## src/rtl/core/psm3_pkg.sv

```systemverilog
// Shared types and constants of the per-sensor median-of-three filter.
// No dependencies; imported by the filter, the compare-swap unit and the testbench.
package psm3_pkg;

	localparam int ENTRIES      = 8;
	localparam int IDX_W        = (ENTRIES > 1) ? $clog2(ENTRIES) : 1;
	localparam int RING_DEPTH   = 3;
	localparam int POS_W        = $clog2(RING_DEPTH + 1);
	localparam int RING_ENTRIES = ENTRIES * RING_DEPTH;
	localparam int RING_IDX_W   = $clog2(RING_ENTRIES);

	localparam int ADDR_W = 48;
	localparam int TEMP_W = 15;
	localparam int HUM_W  = 14;
	localparam int CO2_W  = 16;

	// one sample holds three channel lanes, all 16 bits wide
	localparam int LANE_W    = 16;
	localparam int NUM_LANES = 3;
	localparam int LANE_TEMP = 0;
	localparam int LANE_HUM  = 1;
	localparam int LANE_CO2  = 2;
	localparam logic [NUM_LANES-1:0] LANE_SIGNED = 3'b001;

	typedef logic [LANE_W-1:0] lane_t;
	typedef lane_t [NUM_LANES-1:0] sample_t;

	typedef enum logic [2:0] {
		ST_IDLE,
		ST_SEARCH,
		ST_UPDATE,
		ST_LOAD,
		ST_SORT,
		ST_REPLY
	} state_t;

endpackage

```

## src/rtl/core/psm3_cmpswap.sv

```systemverilog
// Shared compare-and-swap unit: orders two samples lane by lane.
// Depends on psm3_pkg (sample_t, lane signedness).
module psm3_cmpswap (
	input  psm3_pkg::sample_t x,
	input  psm3_pkg::sample_t y,
	output psm3_pkg::sample_t lo,
	output psm3_pkg::sample_t hi
);
	import psm3_pkg::*;

	always_comb begin
		logic gt;
		for (int l = 0; l < NUM_LANES; l++) begin
			if (LANE_SIGNED[l]) begin
				gt = $signed(x[l]) > $signed(y[l]);
			end else begin
				gt = x[l] > y[l];
			end
			lo[l] = gt ? y[l] : x[l];
			hi[l] = gt ? x[l] : y[l];
		end
	end

endmodule

```

## src/rtl/core/per_sensor_median3_filter.sv

```systemverilog
// Per-sensor median-of-three filter: address table, sample rings, sequencer.
// Depends on psm3_pkg and psm3_cmpswap.
//
// Usage: a reading is taken when start is high and busy is low; its fields
// must be on the input ports at that edge. Exactly one result comes back per
// reading, on the output ports for one cycle while done is high. The
// receiver cannot stall; done is a one-cycle strobe and nothing waits.
// An unparsed reading goes straight to its reply. A parsed one searches the
// table; if no entry matches and none is free it replies with table_full,
// else it writes its sample into the ring and replies unfiltered while fewer
// than three samples are held, or loads and sorts them before the reply.
// The search walks the table one entry a cycle through one address compare;
// the median runs three loads over the single ring read port and then
// three passes through the shared compare-swap unit. busy stays high for the
// whole item, so the next reading can be taken in the cycle done is shown.
// Reset clears every slot valid bit, ring, write position and fill count;
// the first reading may be taken in the first cycle after reset is released.
module per_sensor_median3_filter (
	input  logic                                clk,
	input  logic                                arst_n,
	input  logic                                start,
	output logic                                busy,
	input  logic                                parsed,
	input  logic [psm3_pkg::ADDR_W-1:0]         device_address,
	input  logic                                has_co2,
	input  logic signed [psm3_pkg::TEMP_W-1:0]  temperature,
	input  logic [psm3_pkg::HUM_W-1:0]          humidity,
	input  logic [psm3_pkg::CO2_W-1:0]          co2_level,
	output logic                                done,
	output logic signed [psm3_pkg::TEMP_W-1:0]  temperature_out,
	output logic [psm3_pkg::HUM_W-1:0]          humidity_out,
	output logic [psm3_pkg::CO2_W-1:0]          co2_out,
	output logic                                filtered,
	output logic                                table_full
);
	import psm3_pkg::*;

	localparam logic [IDX_W-1:0] IDX_LAST  = IDX_W'(ENTRIES - 1);
	localparam logic [1:0]       STEP_LAST = 2'(RING_DEPTH - 1);

	state_t state_q, state_d;

	// latched reading
	logic              parsed_q, co2_sel_q;
	logic [ADDR_W-1:0] addr_q;
	logic [TEMP_W-1:0] temp_in_q;
	logic [HUM_W-1:0]  hum_in_q;
	logic [CO2_W-1:0]  co2_in_q;

	// table and history
	logic [ENTRIES-1:0] slot_valid_q;
	logic [ADDR_W-1:0]  slot_addr_q [ENTRIES];
	sample_t            ring_q      [RING_ENTRIES];
	logic [POS_W-1:0]   wpos_q      [ENTRIES];
	logic [POS_W-1:0]   fill_q      [ENTRIES];

	// sequencer
	logic [IDX_W-1:0] idx_q, free_idx_q, ent_q;
	logic             free_found_q;
	logic [1:0]       step_q;
	logic             filt_q, full_q;
	sample_t          samp_q [RING_DEPTH];

	// result registers
	logic              done_q, filt_out_q, full_out_q;
	logic [TEMP_W-1:0] temp_out_q;
	logic [HUM_W-1:0]  hum_out_q;
	logic [CO2_W-1:0]  co2_out_q;

	logic                  accept, cur_hit, cur_free, idx_last, claim_ok;
	logic [IDX_W-1:0]      claim_idx;
	logic [RING_IDX_W-1:0] ring_base, wr_idx, rd_idx;
	logic [POS_W-1:0]      pos_cur, pos_next, fill_cur, fill_next;
	logic                  will_filter;
	sample_t               new_sample, cs_x, cs_y, cs_lo, cs_hi;

	assign accept    = start && !busy;
	assign cur_hit   = slot_valid_q[idx_q] && (slot_addr_q[idx_q] == addr_q);
	assign cur_free  = !slot_valid_q[idx_q];
	assign idx_last  = idx_q == IDX_LAST;
	assign claim_ok  = free_found_q || cur_free;
	assign claim_idx = free_found_q ? free_idx_q : idx_q;

	assign ring_base = RING_IDX_W'(ent_q) * RING_IDX_W'(RING_DEPTH);
	assign pos_cur   = (wpos_q[ent_q] >= POS_W'(RING_DEPTH)) ? '0 : wpos_q[ent_q];
	assign pos_next  = (pos_cur == POS_W'(RING_DEPTH - 1)) ? '0 : pos_cur + POS_W'(1);
	assign wr_idx    = ring_base + RING_IDX_W'(pos_cur);
	assign rd_idx    = ring_base + RING_IDX_W'(step_q);
	assign fill_cur  = fill_q[ent_q];
	assign fill_next = (fill_cur < POS_W'(RING_DEPTH)) ? fill_cur + POS_W'(1) : fill_cur;
	assign will_filter = fill_next >= POS_W'(RING_DEPTH);

	always_comb begin
		new_sample[LANE_TEMP] = {temp_in_q[TEMP_W-1], temp_in_q};
		new_sample[LANE_HUM]  = {{(LANE_W - HUM_W){1'b0}}, hum_in_q};
		// a non-CO2 reading leaves the CO2 lane as it was
		new_sample[LANE_CO2]  = co2_sel_q ? co2_in_q : ring_q[wr_idx][LANE_CO2];
	end

	// sort network on the shared unit: (0,1), (1,2), (0,1); median ends in slot 1
	assign cs_x = (step_q == 2'd1) ? samp_q[1] : samp_q[0];
	assign cs_y = (step_q == 2'd1) ? samp_q[2] : samp_q[1];

	psm3_cmpswap u_cmpswap (
		.x  (cs_x),
		.y  (cs_y),
		.lo (cs_lo),
		.hi (cs_hi)
	);

	always_ff @(posedge clk or negedge arst_n) begin
		if (!arst_n) begin
			state_q <= ST_IDLE;
		end else begin
			state_q <= state_d;
		end
	end

	always_comb begin
		state_d = state_q;
		case (state_q)
			ST_IDLE: begin
				if (start) state_d = parsed ? ST_SEARCH : ST_REPLY;
			end
			ST_SEARCH: begin
				if (cur_hit) begin
					state_d = ST_UPDATE;
				end else if (idx_last) begin
					state_d = claim_ok ? ST_UPDATE : ST_REPLY;
				end
			end
			ST_UPDATE: state_d = will_filter ? ST_LOAD : ST_REPLY;
			ST_LOAD:   if (step_q == STEP_LAST) state_d = ST_SORT;
			ST_SORT:   if (step_q == STEP_LAST) state_d = ST_REPLY;
			ST_REPLY:  state_d = ST_IDLE;
			default:   state_d = ST_IDLE;
		endcase
	end

	assign busy = state_q != ST_IDLE;

	// control and history state
	always_ff @(posedge clk or negedge arst_n) begin
		if (!arst_n) begin
			slot_valid_q <= '0;
			for (int i = 0; i < RING_ENTRIES; i++) ring_q[i] <= '0;
			for (int i = 0; i < ENTRIES; i++) begin
				wpos_q[i] <= '0;
				fill_q[i] <= '0;
			end
			idx_q        <= '0;
			free_idx_q   <= '0;
			ent_q        <= '0;
			free_found_q <= 1'b0;
			step_q       <= '0;
			filt_q       <= 1'b0;
			full_q       <= 1'b0;
			done_q       <= 1'b0;
		end else begin
			done_q <= 1'b0;
			case (state_q)
				ST_IDLE: begin
					if (accept) begin
						idx_q        <= '0;
						free_found_q <= 1'b0;
						step_q       <= '0;
						filt_q       <= 1'b0;
						full_q       <= 1'b0;
					end
				end
				ST_SEARCH: begin
					if (cur_hit) begin
						ent_q <= idx_q;
					end else if (idx_last) begin
						if (claim_ok) begin
							ent_q                   <= claim_idx;
							slot_valid_q[claim_idx] <= 1'b1;
						end else begin
							full_q <= 1'b1;
						end
					end else begin
						if (cur_free && !free_found_q) begin
							free_found_q <= 1'b1;
							free_idx_q   <= idx_q;
						end
						idx_q <= idx_q + IDX_W'(1);
					end
				end
				ST_UPDATE: begin
					ring_q[wr_idx] <= new_sample;
					wpos_q[ent_q]  <= pos_next;
					fill_q[ent_q]  <= fill_next;
					filt_q         <= will_filter;
					step_q         <= '0;
				end
				ST_LOAD, ST_SORT: begin
					step_q <= (step_q == STEP_LAST) ? 2'd0 : step_q + 2'd1;
				end
				ST_REPLY: done_q <= 1'b1;
				default: ;
			endcase
		end
	end

	// payload registers
	always_ff @(posedge clk) begin
		if (accept) begin
			parsed_q  <= parsed;
			addr_q    <= device_address;
			co2_sel_q <= has_co2;
			temp_in_q <= temperature;
			hum_in_q  <= humidity;
			co2_in_q  <= co2_level;
		end
		if (state_q == ST_SEARCH && !cur_hit && idx_last && claim_ok) begin
			slot_addr_q[claim_idx] <= addr_q;
		end
		if (state_q == ST_LOAD) begin
			samp_q[step_q] <= ring_q[rd_idx];
		end
		if (state_q == ST_SORT) begin
			if (step_q == 2'd1) begin
				samp_q[1] <= cs_lo;
				samp_q[2] <= cs_hi;
			end else begin
				samp_q[0] <= cs_lo;
				samp_q[1] <= cs_hi;
			end
		end
		if (state_q == ST_REPLY) begin
			temp_out_q <= filt_q ? samp_q[1][LANE_TEMP][TEMP_W-1:0] : temp_in_q;
			hum_out_q  <= filt_q ? samp_q[1][LANE_HUM][HUM_W-1:0] : hum_in_q;
			co2_out_q  <= (filt_q && co2_sel_q) ? samp_q[1][LANE_CO2][CO2_W-1:0] : co2_in_q;
			filt_out_q <= filt_q && parsed_q;
			full_out_q <= full_q && parsed_q;
		end
	end

	assign done            = done_q;
	assign temperature_out = $signed(temp_out_q);
	assign humidity_out    = hum_out_q;
	assign co2_out         = co2_out_q;
	assign filtered        = filt_out_q;
	assign table_full      = full_out_q;

endmodule

```

## config.mk

```make
export PLATFORM = sky130hd
export DESIGN_NAME = per_sensor_median3_filter
export DESIGN_NICKNAME = d
export VERILOG_FILES = /design/src/rtl/core/psm3_pkg.sv /design/src/rtl/core/psm3_cmpswap.sv /design/src/rtl/core/per_sensor_median3_filter.sv
export SDC_FILE = /design/constraint.sdc
export NUM_CORES = 2
export LEC_CHECK = 0
export BUFFER_PORTS_ARGS = -buffer_cell sky130_fd_sc_hd__buf_2
export CORE_MARGIN = 1.5
export CORE_UTILIZATION = 45
export DETAILED_ROUTE_END_ITERATION = 8
export HOLD_SLACK_MARGIN = 0.05
export SYNTH_ARGS = -nofsm -noshare
export SYNTH_HDL_FRONTEND = slang
export SYNTH_SLANG_ARGS = --single-unit
```

## constraint.sdc

```tcl
create_clock -name clk -period 6 [get_ports clk]
set_clock_uncertainty 0.2 [all_clocks]
set_input_delay 0.6 -clock clk [delete_from_list [all_inputs] [get_ports clk]]
set_output_delay 0.6 -clock clk [all_outputs]
set_load 0.05 [all_outputs]
```

---- After elaboration in Yosys (flattened, before gate mapping) ----
Memories as Yosys holds them, arrays and structs flattened.
Index checks and enable logic that the tools add are counted.
operators by class
  eq/ne operators ......................... 20
  reductions and logical operators ........ 36
  shift-type cells ........................ 0
  mux-type cells .......................... 86
  divide/modulo/power cells ............... 0
  magnitude comparators ................... 14
  add/subtract/negate cells ............... 6
  bitwise gates (word level) .............. 7
  multipliers ............................. 1
operator list
  operator              number
  $bwmux W1152          1
  $bmux W48 S5          2
  $mux W48              10
  $demux W48 S5         1
  $mux W16              8
  $reduce_or A48 Y1     2
  $eq A48 B48 Y1        1
  $gt A16 B16 Y1        3
  $mux W3               15
  $bwmux W16            2
  $mux W2               12
  $mux W1               22
  $ne A2 B2 Y1 const B  9
  $reduce_and A4 Y1     4
  $mux W15              1
  $pmux W3 S5           1
  $mux W14              1
  $bmux W2 S3           2
  $ge A6 B6 Y1 const B  2
  $logic_and A1 B1 Y1   12
  $not A5 Y6            2
  $add A5 B2 Y5         2
  $reduce_and A5 Y1     2
  $eq A3 B3 Y1 const B  3
  33 further kinds      50
word-level totals
  input bits .............................. 98
  bits in registers ....................... 1,352
  bits in latches ......................... 0
  bits in read-only memories .............. 0
  RAM bits ................................ 528
  output and inout bits ................... 49
  word-level logic and storage cells ...... 281
  memories kept ........................... 2
memories
  name         depth  width  read ports  clocked after Yosys merged registers in  write ports  line                             text
  slot_addr_q  8      48     1           0                                        1            per_sensor_median3_filter.sv:52  logic [ADDR_W-1:0] slot_addr_q [ENTRIES];
  samp_q       3      48     3           0                                        2            per_sensor_median3_filter.sv:62  sample_t samp_q [RING_DEPTH];

---- Longest topological paths before layout ----
  depth in word-level cells ............... 13
  depth in mapped cells ................... 22
  gate-level depth less buffers ........... 16

---- Modules after synthesis ----
Synthesis repeated with hierarchy kept, for this count alone.
unflattened totals
  cell total of the unflattened synthesis .. 5,897
  area total of the unflattened synthesis .. 83,831.7 um^2
by module, submodules not included
  module                     times used  seq. area each (um^2)  cells each  area each (um^2)
  per_sensor_median3_filter  1           48,596.6               5,616       81,281.7
  psm3_cmpswap               1           0.0                    281         2,549.9

---- Worst setup path after synthesis ----
Ideal clock, no wire load.
  path kind ............................... flip-flop to flip-flop
  start point ............................. reg state_q[2]
  end point ............................... reg filt_q
  setup time .............................. 0.122 ns
  period minus slack after synthesis ...... 6.066 ns
  required time ........................... 5.678 ns
  arrival ................................. 5.744 ns
  stages on the path, launching flop included .. 7
  slack ................................... -0.066 ns
  buffers on the path ..................... 1
  cells stage by stage .................... dfrtp_1 > clkbuf_1 > nor2_1 > nand2_1 > nor2_1 > inv_1 > a31o_2
between the ends
  cells in the longest elaborated chain, start to end .. 5
  elaborated cells on any way between the ends .. 9
  classes of those cells .................. eq/ne: 2; mux: 1; reduce/logical: 6
ends and longest elaborated chain
  what                         line                              text
  start, declared              per_sensor_median3_filter.sv:41   state_t state_q, state_d;
  start signal, assigned       per_sensor_median3_filter.sv:115  state_q <= state_d;
  $reduce_bool A3 Y1           per_sensor_median3_filter.sv:140  assign busy = state_q != ST_IDLE;
  $logic_not A1 Y1             per_sensor_median3_filter.sv:77   assign accept = start && !busy;
  $logic_and A1 B1 Y1          per_sensor_median3_filter.sv:77
  net accept                   per_sensor_median3_filter.sv:70   logic accept, cur_hit, cur_free, idx_last, claim_ok;
  $ne A2 B2 Y1 (no line)       n/a
  $reduce_and A2 Y1 (no line)  n/a
  end signal, assigned         per_sensor_median3_filter.sv:193  filt_q <= will_filter;
  end, declared                per_sensor_median3_filter.sv:61   logic filt_q, full_q;
The timed path passes the listed nets, and every way through them passes these cells.
A chain may end at the register's enable or synchronous reset.

---- Worst setup path in the final report ----
  start point ............................. reg ent_q[0]
  end point ............................... reg ring_q[669] (netlist name)
between the ends
  cells in the longest elaborated chain, start to end .. 13
  elaborated cells on any way between the ends .. 19
  classes of those cells .................. add/sub: 1; mul: 1; order compare: 3; mux: 11; bitwise: 2; reduce/logical: 1
ends and longest elaborated chain
  what                                                                          line                                                               text
  start, declared                                                               per_sensor_median3_filter.sv:58                                    logic [IDX_W-1:0] idx_q, free_idx_q, ent_q;
  start signal, assigned                                                        per_sensor_median3_filter.sv:173                                   ent_q <= idx_q;
  start signal, assigned                                                        per_sensor_median3_filter.sv:176                                   ent_q <= claim_idx;
  $not A3 Y4 (not written as such)                                              per_sensor_median3_filter.sv:85                                    assign pos_cur = (wpos_q[ent_q] >= POS_W'(RING_DEPTH)) ? '0 : wpos_q[ent_q];
  $bmux W2 S3                                                                   per_sensor_median3_filter.sv:85
  $mux W2 (not written as such) (2 in series)                                   per_sensor_median3_filter.sv:85
  $ge A2 B2 Y1                                                                  per_sensor_median3_filter.sv:85
  $mux W2                                                                       per_sensor_median3_filter.sv:85
  $add A5 B2 Y5 (*)                                                             per_sensor_median3_filter.sv:87                                    assign wr_idx = ring_base + RING_IDX_W'(pos_cur);
  $not A5 Y6 (not written as such) (*)                                          per_sensor_median3_filter.sv:97, per_sensor_median3_filter.sv:190
  $ge A6 B6 Y1 (not written as such) (tied with other cells)                    per_sensor_median3_filter.sv:190                                   ring_q[wr_idx] <= new_sample;
  $logic_and A1 B1 Y1 (not written as such) / $mux W48 (equally long branches)  per_sensor_median3_filter.sv:190, per_sensor_median3_filter.sv:97
  $mux W48, on equally long branches                                            per_sensor_median3_filter.sv:190, per_sensor_median3_filter.sv:97
  $demux W48 S5 / $mux W16 (equally long branches)                              per_sensor_median3_filter.sv:190, per_sensor_median3_filter.sv:97
  $bwmux W1152 (*)                                                              per_sensor_median3_filter.sv:190
  end signal, assigned by index                                                 per_sensor_median3_filter.sv:190
  end, declared                                                                 per_sensor_median3_filter.sv:53                                    sample_t ring_q [RING_ENTRIES];
Mark *: on every way between the ends. The rest lies on a longest branch, timed or not. The select of a mux whose other input is x is not followed.

==> run summary <==
### Floorplan
* 436 microns — Horiz. Die Dim
* 186000 sq um — area of the core
* 45.4% — effective utilization at floorplan
* 147 — io pins
* 190000 sq um — total die area
* 158 — Row Count
* 436 microns — height of the chip

### STA
* 1.35 ns — Worst-Margin Slew
* 87.1% — fin crit share
* 0 — Setup violations, final
* 0 — max-slew violation total from the final report
* 0 — Fin. Hold Viols
* false — setup repair after global routing missed its margin
* 5.23 ns — crit path time final
* 9.17% — worst slew margin relative to its limit
* 0.191 GHz — FMAX
* 0 ns — total negative slack for setup checks

### GRT
* 161 — pin count of the biggest net entering global routing
* 0 — global route overflow
* 24.3% — global routing usage summed across all routing layers
* 52700 — vias in the first global route
* 348 mm — global-route wire length before repair
* 14 — antenna violations before repair

### Clock network
* 1808 — # clock sinks
* 3 — Clock Tree Buf Depth
* 0.06 ns — Clk pin slew, worst setup/hold paths
* 0.85 ns — source-to-sink clock delay at the later pin of the worst-skew pair
* 0 — cts repair resizes
* 4 — CTS HTree Levels
* 194 — clock buffers created by TritonCTS
* clkbuf_16 — root buffer cell
* built — CTS tree

### Yosys
* 5785 — cell count after synthesis
* 1808 — flip-flop and latch count after synthesis
* 670 — number of enable-type register cells in the synthesized netlist
* 4.39% — compound-cell area share of the yosys netlist
* 68 — number of distinct library cells after synthesis
* 0.550% — XOR/XNOR share of the synthesized area
* 0 — Synth warnings
* dfrtp_1 — cell type contributing the most total cell area after synthesis
* dfrtp_1 34%, edfxtp_1 24%, mux2_2 13% — top cells by area in the synthesized netlist
* 84400 sq um — Netlist Area Pre-Place
* 33.7% — portion of synthesized cell area occupied by the leading cell type
* dfrtp_1 — commonest register cell after synthesis
* dfrtp_1 — most frequent cell after synthesis
* 62.9% — async set-reset flop share out of synthesis
* 29.4% — proportion of synthesized area in mux cells
* 5949 — Synthesized Nets
* 57.6% — sequential area share after synthesis
* 1138 x dfrtp_1, 1009 x mux2_2, 670 x edfxtp_1 — most frequent cells after synthesis
* 4.63% — simple-gate portion of the synthesized area
* 14.6 sq um — per-instance average area after synthesis
* multiplexers — main combinational cell family by area after synthesis
* 1.00% — area share of fa/ha/maj cells after synthesis

### Final layout
* 35.8% — share of final-layout standard cells stronger than drive strength 1
* 34300 sq um — multi-input gate area in the final layout
* 15600 — Filler cells
* 6161 — count of nets after finishing
* 14.7% — layout overhead on the synthesized area
* 8642 — final cell count without fillers
* 48600 sq um — Seq. cell area

### Place
* 8184 — Post-Place Cells
* 139 mm — DPL Wire Length
* 146 — number of buffers added on ports
* 0.815 — Routability Congestion

### Worst hold path
* in -> async — kind of path behind the tightest hold check

### Critical path
* 6.47 ns — required arrival time at the worst endpoint
* register — kind of end point of the critical path
* 5 — number of buffers and inverters on the critical path
* adder cells — dominant delay contributor by cell family on the critical path
* fa_4 — worst-path cell with the longest stage delay
* 1.14 ns — Crit path largest cell delay
* reg -> reg — category of the critical setup timing path
* register — startpoint kind of the worst setup timing path
* 32 — largest driver fanout on the critical path
* 5.70 ns — worst path arrival time
* buf_4 > mux4_2 > nand2_1 > and2_1 > inv_1 > ha_1 > ha_4 > inv_1 > fa_4 > buf_12 > mux4_2 > nand2_1 > a21oi_1 > a311oi_1 > nor3_1 > a21oi_2 > buf_4 > o21ai_0 — cell chain of the critical path

### Routing
* 0 — DRC violation count after routing
* 5.89 — average vias per placed instance
* 3905 — initial DRC count
* 7 — Pre-Repair DR Iteration Count
* 0 — antenna viol nets, final
* 230 mm — detailed-route wire length
* 26.6 microns — routed length per instance
* 50900 — total via count in the routed design

### Pwr
* 0.417 mV — maximum ir drop on the vdd rail
* 40.5 nW — Static Leakage
* 541 nW/um^2 — power per unit of standard cell area

### Outcome
* completed — result of the run

### Flow run
* 0 — MaxCap Viol Count

==> through the flow <==
step / total power (W) / hold WS (ns) / util [%] / cell area, sq um / setup slack (ns)
6_report: 0.0524 / 0.227 / 52.1 / 96900 / 0.772
5_1_grt: 0.0551 / 0.223 / 52.1 / 96800 / 0.525
4_1_cts: 0.0527 / 0.190 / 52.1 / 96800 / 0.811
3_5_place_dp: 0.0406 / 0.261 / 48.2 / 89500 / 0.827
3_3_place_gp: 0.0402 / 0.254 / 48.2 / 89500 / 0.831
2_1_floorplan: 0.0327 / 0.104 / - / 84400 / 0.0429
==> cells in the final DEF (no fill, tap or decap), types with 9 or more instances in the layout <==
cell	instances
edfxtp_1	670
a31oi_1	36
dfrtp_1	1134
and2_1	29
clkbuf_1	56
nand4_1	17
clkbuf_8	26
a211oi_1	39
a22oi_1	19
o21ai_0	130
clkbuf_16	199
mux2_2	1009
clkinv_2	25
ha_1	61
nor2_4	22
a311oi_1	19
nor2_1	225
buf_2	145
o31ai_1	15
mux4_2	450
nand2_1	470
a22o_1	10
a21o_1	22
inv_1	63
o211ai_1	15
clkinv_1	19
nor4_1	11
xnor2_1	33
nand3_1	34
xor2_1	10
nor3_1	47
bufinv_16	12
mux2i_1	332
o21bai_1	9
a21oi_1	261
dlygate4sd3_1	97
buf_4	171
buf_12	62
==> power breakdown <==
part	switching [W]	leakage [nW]	internal (W)
logic	0.0129	15.7	0.00986
clock network	0.00503	3.09	0.00693
registers	0.00180	21.7	0.0159
==> worst paths after layout <==
| kind | slack, ns | from | endpoint | cells past startpoint |
|---|---|---|---|---|
| worst max-delay path | 0.77 | ent_q[0] | ring_q[669] | 18 |
| worst min-delay path | 0.23 | arst_n | ring_q[396] | 2 |
| worst max register to register | 0.77 | ent_q[0] | ring_q[669] | 18 |
| worst min register to register | 0.27 | slot_valid_q[5] | slot_valid_q[5] | 1 |
| max in group asynchronous | 3.72 | arst_n | idx_q[1] | 3 |
| min in group clk | 0.27 | device_address[43] | addr_q[43] | 2 |
==> cells by family after synthesis <==
group / after synthesis
AO/OA/AOI/OAI: 623
adder cells (fa/ha/maj): 66
multiplexers: 1791
AND/OR/NAND/NOR: 921
flip-flops: 1808
XOR/XNOR: 53
buffers and inverters: 523
==> routing by layer <==
layer  global-route usage (%)  wire length, microns  vias to the layer above
li1                         -                     -                    22200
met1                     33.2                 99900                    27100
met4                     6.73                  5740                        2
met2                     40.7                113000                     1283
met5                        0                    13                        -
met3                     3.41                 11300                      329
==> repair_timing <==
action | 4_1_cts | 5_1_grt
hold buffers | 97 | 0
endpoints found under the hold margin | 176 | 0
setup buffers | 0 | 0
==> area by class of cell <==
type / instances / share of cell area [%]
antenna: 4 / 0.0103
tap: 2480 / 3.20
timing repair buffer: 476 / 4.37
multi-input combinational: 3454 / 35.4
clock buffer: 281 / 5.73
clock inverter: 76 / 0.815
inverter: 63 / 0.244
sequential: 1808 / 50.2
==> sequential cells by signal (all words and copies together) (netlist names), 16 cells and up <==
| name | count |
|---|---|
| co2_out | 16 |
| fill_q | 16 |
| slot_addr_q | 384 |
| ring_q | 1080 |
| co2_in_q | 16 |
| addr_q | 48 |
| samp_q | 144 |
| wpos_q | 16 |
(Power assumes the default switching activity.)
